File: config.mk
export PLATFORM = sky130hd
export DESIGN_NAME = utf8_stream_decoder_flat
export DESIGN_NICKNAME = d
export VERILOG_FILES = /design/src/sv/u8sd_pkg.sv /design/src/sv/u8sd_byte_if.sv /design/src/sv/u8sd_cp_if.sv /design/src/sv/u8sd_decode.sv /design/src/sv/utf8_stream_decoder.sv /design/src/flat_wrapper.sv
export SDC_FILE = /design/constraint.sdc
export NUM_CORES = 1
export LEC_CHECK = 0
export BUFFER_PORTS_ARGS = -buffer_cell sky130_fd_sc_hd__buf_2
export CELL_PAD_IN_SITES_DETAIL_PLACEMENT = 0
export CELL_PAD_IN_SITES_GLOBAL_PLACEMENT = 2
export CORE_UTILIZATION = 41
export CTS_CLUSTER_SIZE = 28
export DETAILED_ROUTE_END_ITERATION = 6
export PLACE_DENSITY = 0.76
export SLEW_MARGIN = 20
export SYNTH_ARGS = -nofsm -noshare
export SYNTH_HDL_FRONTEND = slang
export SYNTH_HIERARCHICAL = 1
export SYNTH_SLANG_ARGS = --single-unit
File: constraint.sdc
create_clock -name clk -period 2.7 [get_ports clk]
set_input_delay 0.27 -clock clk [delete_from_list [all_inputs] [get_ports clk]]
set_output_delay 0.27 -clock clk [all_outputs]
set_load 0.01 [all_outputs]
File: src/sv/u8sd_pkg.sv
package u8sd_pkg;

    localparam int unsigned CP_W   = 21;
    localparam int unsigned BYTE_W = 8;

    // Code point 0xFFFD, sent in place of malformed input.
    localparam logic [CP_W-1:0] REPL_CP = 21'h00FFFD;

    // High-bit tags that classify a raw byte.
    localparam logic [1:0] CONT_TAG  = 2'b10;
    localparam logic [2:0] LEAD2_TAG = 3'b110;
    localparam logic [3:0] LEAD3_TAG = 4'b1110;
    localparam logic [4:0] LEAD4_TAG = 5'b11110;

    // Number of continuation bytes that each lead byte asks for.
    localparam logic [1:0] NEED_ONE   = 2'd1;
    localparam logic [1:0] NEED_TWO   = 2'd2;
    localparam logic [1:0] NEED_THREE = 2'd3;

    // Sequence state carried from one byte to the next.
    typedef struct packed {
        logic [CP_W-1:0] partial;
        logic [1:0]      need;
        logic [1:0]      buffered;
    } state_t;

    // Results caused by one byte: a run of replacements, then an optional tail result.
    typedef struct packed {
        logic [1:0]      rep_count;
        logic            tail_vld;
        logic [CP_W-1:0] tail_cp;
        logic            tail_bad;
        logic            end_flag;
    } job_t;

endpackage

File: src/sv/u8sd_byte_if.sv
interface u8sd_byte_if;
    logic                          valid;
    logic                          ready;
    logic [u8sd_pkg::BYTE_W-1:0]   data_byte;
    logic                          final_byte;

    modport source (output valid, output data_byte, output final_byte, input ready);
    modport sink   (input valid, input data_byte, input final_byte, output ready);
endinterface

File: src/sv/u8sd_cp_if.sv
interface u8sd_cp_if;
    logic                        valid;
    logic                        ready;
    logic [u8sd_pkg::CP_W-1:0]   code_point;
    logic                        malformed;
    logic                        string_end;
    logic                        run_last;

    modport source (output valid, output code_point, output malformed,
                    output string_end, output run_last, input ready);
    modport sink   (input valid, input code_point, input malformed,
                    input string_end, input run_last, output ready);
endinterface

File: src/sv/u8sd_decode.sv
module u8sd_decode (
    input  u8sd_pkg::state_t                st,
    input  logic [u8sd_pkg::BYTE_W-1:0]     data_byte,
    input  logic                            final_byte,
    output u8sd_pkg::state_t                st_next,
    output u8sd_pkg::job_t                  job
);

    logic [u8sd_pkg::CP_W-1:0] cont_pv;
    logic [1:0]                need_dec;
    logic [1:0]                buf_inc;
    logic                      is_cont;
    logic                      fresh;
    logic                      nul_hit;

    assign is_cont  = (data_byte[7:6] == u8sd_pkg::CONT_TAG);
    assign cont_pv  = {st.partial[u8sd_pkg::CP_W-7:0], data_byte[5:0]};
    assign need_dec = st.need - 2'd1;
    assign buf_inc  = st.buffered + 2'd1;

    always_comb
    begin
        st_next      = st;
        job          = '0;
        fresh        = 1'b0;
        nul_hit      = 1'b0;

        // Continue or break a pending sequence
        if (st.need != 2'd0)
        begin
            if (is_cont)
            begin
                if (need_dec == 2'd0)
                begin
                    job.tail_vld = 1'b1;
                    job.tail_cp  = cont_pv;
                    st_next      = '0;
                end
                else if (final_byte)
                begin
                    job.rep_count = buf_inc + 2'd1;
                    st_next       = '0;
                end
                else
                begin
                    st_next.partial  = cont_pv;
                    st_next.need     = need_dec;
                    st_next.buffered = buf_inc;
                end
            end
            else
            begin
                job.rep_count = st.buffered + 2'd1;
                st_next       = '0;
                fresh         = 1'b1;
            end
        end
        else
        begin
            fresh = 1'b1;
        end

        // Decode the byte as the start of a new character
        if (fresh)
        begin
            if (data_byte == '0)
            begin
                nul_hit      = 1'b1;
                job.tail_vld = 1'b1;
            end
            else if (data_byte[7] == 1'b0)
            begin
                job.tail_vld = 1'b1;
                job.tail_cp  = {{(u8sd_pkg::CP_W-u8sd_pkg::BYTE_W){1'b0}}, data_byte};
            end
            else if (data_byte[7:5] == u8sd_pkg::LEAD2_TAG ||
                     data_byte[7:4] == u8sd_pkg::LEAD3_TAG ||
                     data_byte[7:3] == u8sd_pkg::LEAD4_TAG)
            begin
                if (final_byte)
                begin
                    job.tail_vld = 1'b1;
                    job.tail_cp  = u8sd_pkg::REPL_CP;
                    job.tail_bad = 1'b1;
                end
                else
                begin
                    st_next.buffered = 2'd0;
                    if (data_byte[7:5] == u8sd_pkg::LEAD2_TAG)
                    begin
                        st_next.partial = {{(u8sd_pkg::CP_W-5){1'b0}}, data_byte[4:0]};
                        st_next.need    = u8sd_pkg::NEED_ONE;
                    end
                    else if (data_byte[7:4] == u8sd_pkg::LEAD3_TAG)
                    begin
                        st_next.partial = {{(u8sd_pkg::CP_W-4){1'b0}}, data_byte[3:0]};
                        st_next.need    = u8sd_pkg::NEED_TWO;
                    end
                    else
                    begin
                        st_next.partial = {{(u8sd_pkg::CP_W-3){1'b0}}, data_byte[2:0]};
                        st_next.need    = u8sd_pkg::NEED_THREE;
                    end
                end
            end
            else
            begin
                job.tail_vld = 1'b1;
                job.tail_cp  = u8sd_pkg::REPL_CP;
                job.tail_bad = 1'b1;
            end
        end

        job.end_flag = final_byte | nul_hit;
    end

endmodule

File: src/sv/utf8_stream_decoder.sv
// A byte's results pass through the job register and then the output register.
// Throughput: one byte per cycle while the sink is ready; a byte that causes n results
// holds the input while the result stage sends them one a cycle, unless the sink stalls.
// Bytes that only extend a pending sequence cause no result.
// Reset (rst_n low, asynchronous) clears the pending sequence and both valid flags.
module utf8_stream_decoder (
    input  logic          clk,
    input  logic          rst_n,
    u8sd_byte_if.sink     byte_ch,
    u8sd_cp_if.source     cp_ch
);

    u8sd_pkg::state_t           st_reg;
    u8sd_pkg::state_t           st_next;
    u8sd_pkg::job_t             dec_job;
    u8sd_pkg::job_t             job_reg;
    logic                       job_vld_reg;
    logic                       job_has_results;
    logic                       in_beat;
    logic                       job_adv;
    logic                       job_done;
    logic                       rep_active;
    logic                       cur_last;
    logic [u8sd_pkg::CP_W-1:0]  cur_cp;
    logic                       cur_bad;
    logic                       cur_end;
    logic                       out_vld_reg;
    logic [u8sd_pkg::CP_W-1:0]  cp_reg;
    logic                       bad_reg;
    logic                       end_reg;
    logic                       last_reg;

    u8sd_decode u_decode (
        .st         (st_reg),
        .data_byte  (byte_ch.data_byte),
        .final_byte (byte_ch.final_byte),
        .st_next    (st_next),
        .job        (dec_job)
    );

    // Pick the result the job register sends next
    assign rep_active = (job_reg.rep_count != 2'd0);
    assign cur_last   = rep_active ? (job_reg.rep_count == 2'd1 && !job_reg.tail_vld) : 1'b1;
    assign cur_cp     = rep_active ? u8sd_pkg::REPL_CP : job_reg.tail_cp;
    assign cur_bad    = rep_active | job_reg.tail_bad;
    assign cur_end    = cur_last & job_reg.end_flag;

    // Advance the job when the output register is free or being drained
    assign job_adv         = job_vld_reg && (!out_vld_reg || cp_ch.ready);
    assign job_done        = job_adv && cur_last;
    assign byte_ch.ready   = !job_vld_reg || job_done;
    assign in_beat         = byte_ch.valid && byte_ch.ready;
    assign job_has_results = (dec_job.rep_count != 2'd0) || dec_job.tail_vld;

    // Control state
    always_ff @(posedge clk or negedge rst_n)
    begin
        if (!rst_n)
        begin
            st_reg      <= '0;
            job_vld_reg <= 1'b0;
            out_vld_reg <= 1'b0;
        end
        else
        begin
            if (in_beat)
            begin
                st_reg <= st_next;
            end
            if (in_beat)
            begin
                job_vld_reg <= job_has_results;
            end
            else if (job_done)
            begin
                job_vld_reg <= 1'b0;
            end
            if (job_adv)
            begin
                out_vld_reg <= 1'b1;
            end
            else if (cp_ch.ready)
            begin
                out_vld_reg <= 1'b0;
            end
        end
    end

    // Load a new job, or count down its replacement run
    always_ff @(posedge clk)
    begin
        if (in_beat)
        begin
            job_reg <= dec_job;
        end
        else if (job_adv && rep_active)
        begin
            job_reg.rep_count <= job_reg.rep_count - 2'd1;
        end
    end

    // Hold the result beat until the sink takes it
    always_ff @(posedge clk)
    begin
        if (job_adv)
        begin
            cp_reg   <= cur_cp;
            bad_reg  <= cur_bad;
            end_reg  <= cur_end;
            last_reg <= cur_last;
        end
    end

    assign cp_ch.valid      = out_vld_reg;
    assign cp_ch.code_point = cp_reg;
    assign cp_ch.malformed  = bad_reg;
    assign cp_ch.string_end = end_reg;
    assign cp_ch.run_last   = last_reg;

endmodule

File: src/flat_wrapper.sv
// flat-port wrapper written by rule: the top's interface ports become plain ports
module utf8_stream_decoder_flat 
  (clk, rst_n, byte_ch_valid, byte_ch_data_byte, byte_ch_final_byte, byte_ch_ready, cp_ch_valid, cp_ch_code_point, cp_ch_malformed, cp_ch_string_end, cp_ch_run_last, cp_ch_ready);
  u8sd_byte_if byte_ch_i ();
  u8sd_cp_if cp_ch_i ();
  input  logic clk;
  input  logic rst_n;
  input wire logic [$bits(byte_ch_i.valid)-1:0] byte_ch_valid;
  input wire logic [$bits(byte_ch_i.data_byte)-1:0] byte_ch_data_byte;
  input wire logic [$bits(byte_ch_i.final_byte)-1:0] byte_ch_final_byte;
  output wire logic [$bits(byte_ch_i.ready)-1:0] byte_ch_ready;
  output wire logic [$bits(cp_ch_i.valid)-1:0] cp_ch_valid;
  output wire logic [$bits(cp_ch_i.code_point)-1:0] cp_ch_code_point;
  output wire logic [$bits(cp_ch_i.malformed)-1:0] cp_ch_malformed;
  output wire logic [$bits(cp_ch_i.string_end)-1:0] cp_ch_string_end;
  output wire logic [$bits(cp_ch_i.run_last)-1:0] cp_ch_run_last;
  input wire logic [$bits(cp_ch_i.ready)-1:0] cp_ch_ready;
  assign byte_ch_i.valid = byte_ch_valid;
  assign byte_ch_i.data_byte = byte_ch_data_byte;
  assign byte_ch_i.final_byte = byte_ch_final_byte;
  assign byte_ch_ready = byte_ch_i.ready;
  assign cp_ch_valid = cp_ch_i.valid;
  assign cp_ch_code_point = cp_ch_i.code_point;
  assign cp_ch_malformed = cp_ch_i.malformed;
  assign cp_ch_string_end = cp_ch_i.string_end;
  assign cp_ch_run_last = cp_ch_i.run_last;
  assign cp_ch_i.ready = cp_ch_ready;
  utf8_stream_decoder u_core (.clk(clk), .rst_n(rst_n), .byte_ch(byte_ch_i), .cp_ch(cp_ch_i));
endmodule
==> out/metrics.csv <==
metric,value,unit
ANT cells,0,
crit path time final,2.05,ns
Final Util,49.1,%
synthesized instance count,260,
Ys Warns,6,
CTS root buf,clkbuf_8,
final worst-path cycle share,76.1,%
Die X,93.4,um
Final Skew,0.00612,ns
cell area after synthesis,3430,um^2
most frequent cells in the layout,"edfxtp_1 (50), buf_2 (38), dfrtp_1 (21)",
first-pass GRT wire length,10.5,mm
clock sinks,71,
Synth Area per Inst,13.2,um^2
Max clock buf depth,2,
drt wl/cell,15.3,um
RSZ-0062 raised after global routing,no,
Detail Route Antenna Nets,0,
Critical Path AT,2.34,ns
GRT Util Overall,16.3,%
port buffer count,38,
syn_nets,277,
worst min-delay path class,in2reg,
"most common cell after layout, fill and taps aside",edfxtp_1,
DRT Wirelength,6.20,mm
Starting Density,43.4,%
CTS buffer count,9,
Largest register FFs,26,
clk_lat worst skew,0.34,ns
VDD IR max,0.389,mV
CP Launch Type,flip-flop,
Final Hold Vio Count,0,
row count,32,
status,completed,
initial antenna violation count,0,
DRT Pass-1 Iters,4,
die area,8730,um^2
Final Slew Violations,0,
Congestion Overflow GR,0,
postcts setup bufs,0,
CTS tree,done,
GPL Wtd Cong,0.797,
Multi-input gate area,1220,um^2
vias,2034,
Crit Path Class,reg2reg,
IO Pins,39,
initial DRC count,91,
Core ar.,7890,um^2
"CTS clk-pin slew, worst paths",0.07,ns
Detailed Place HPWL,4.31,mm
crit-path max FO,13,
pwr dens,966,nW/um^2
die height,93.4,um
post-CTS sizing,0,
Layout area overhead,13.0,%
Rel. slew slack,65.5,%
FF/Latch Area,2030,um^2
Layout Nets,315,
Total Power,3.74,mW
Setup Viol. Count Final,0,
DR vias/cell,5.02,
Pleak,1.57,nW
Fillers,708,
vias in the first global route,2006,
H-tree depth,3,
drt drc,0,
largest net degree at the start of global routing,30,
Critical Path RT,2.98,ns
setup tns final,0,ns
Max-cap violations,0,
layout cells sized above 1,27.7,%
crit path capture type,flip-flop,
hold-fix buffers at CTS,1,
upper clock frequency limit,487,MHz
worst slew pin tran,0.518,ns
through the flow:
| step | setup slack, ns | hold WS, ns | cell area, um^2 | cells |
|---|---|---|---|---|
| after floorplan | 0.547 | -0.0256 | 3430 | 260 |
| after global placement | 0.743 | 0.273 | 3650 | 388 |
| after detailed placement | 0.693 | 0.279 | 3650 | 388 |
| after CTS | 0.683 | 0.193 | 3870 | 405 |
| after global routing | 0.527 | 0.200 | 3870 | 405 |
| final | 0.646 | 0.215 | 3870 | 405 |
path summary, 6_finish.rpt:
path / cells past startpoint / to / slack, ns / startpoint
max: 6 / u_core/st_reg[5]$_DFFE_PN0P_ / 0.65 / u_core/st_reg[2]$_DFFE_PN0P_
min: 3 / u_core/job_vld_reg$_DFFE_PN0P_ / 0.22 / byte_ch_valid
max reg2reg: 6 / u_core/st_reg[5]$_DFFE_PN0P_ / 0.65 / u_core/st_reg[2]$_DFFE_PN0P_
min reg2reg: 1 / u_core/cp_ch.code_point[2]$_SDFFCE_PP1P_ / 0.50 / u_core/job_reg[4]$_DFFE_PP_
max in group asynchronous: 2 / u_core/st_reg[9]$_DFFE_PN0P_ / 1.92 / rst_n
min in group asynchronous: 2 / u_core/st_reg[0]$_DFFE_PN0P_ / 0.43 / rst_n
cell type report:
type / instances / area share [%]
flip-flops and latches: 71 / 52.4
multi-input cells: 160 / 31.5
repair buffers: 44 / 6.14
clock buffers: 11 / 3.39
well taps: 102 / 3.30
clock inverters: 5 / 2.13
inverters: 12 / 1.16
metal layers:
metal	global-route usage (%)	up-vias	share of wire (%)
met5	0	-	0
met4	6.54	0	1.5
met3	3.90	7	3.5
met2	24.9	35	45
met1	22.3	975	50
li1	-	1017	-
power breakdown:
| part | switching [mW] | internal, mW | leakage (nW) |
|---|---|---|---|
| Combinational | 0.665 | 0.483 | 0.729 |
| Clock | 0.392 | 0.523 | 0.107 |
| Sequential | 0.125 | 1.55 | 0.733 |
worst max-delay path: stages (launching register included):
cell	delay (ns)
dfrtp_1	0.42
ha_1	0.29
nor4b_2	0.34
and2b_1	0.46
or2_1	0.22
a22o_1	0.14
mux2_2	0.14
No activity file was read; power rests on OpenSTA's default activity.
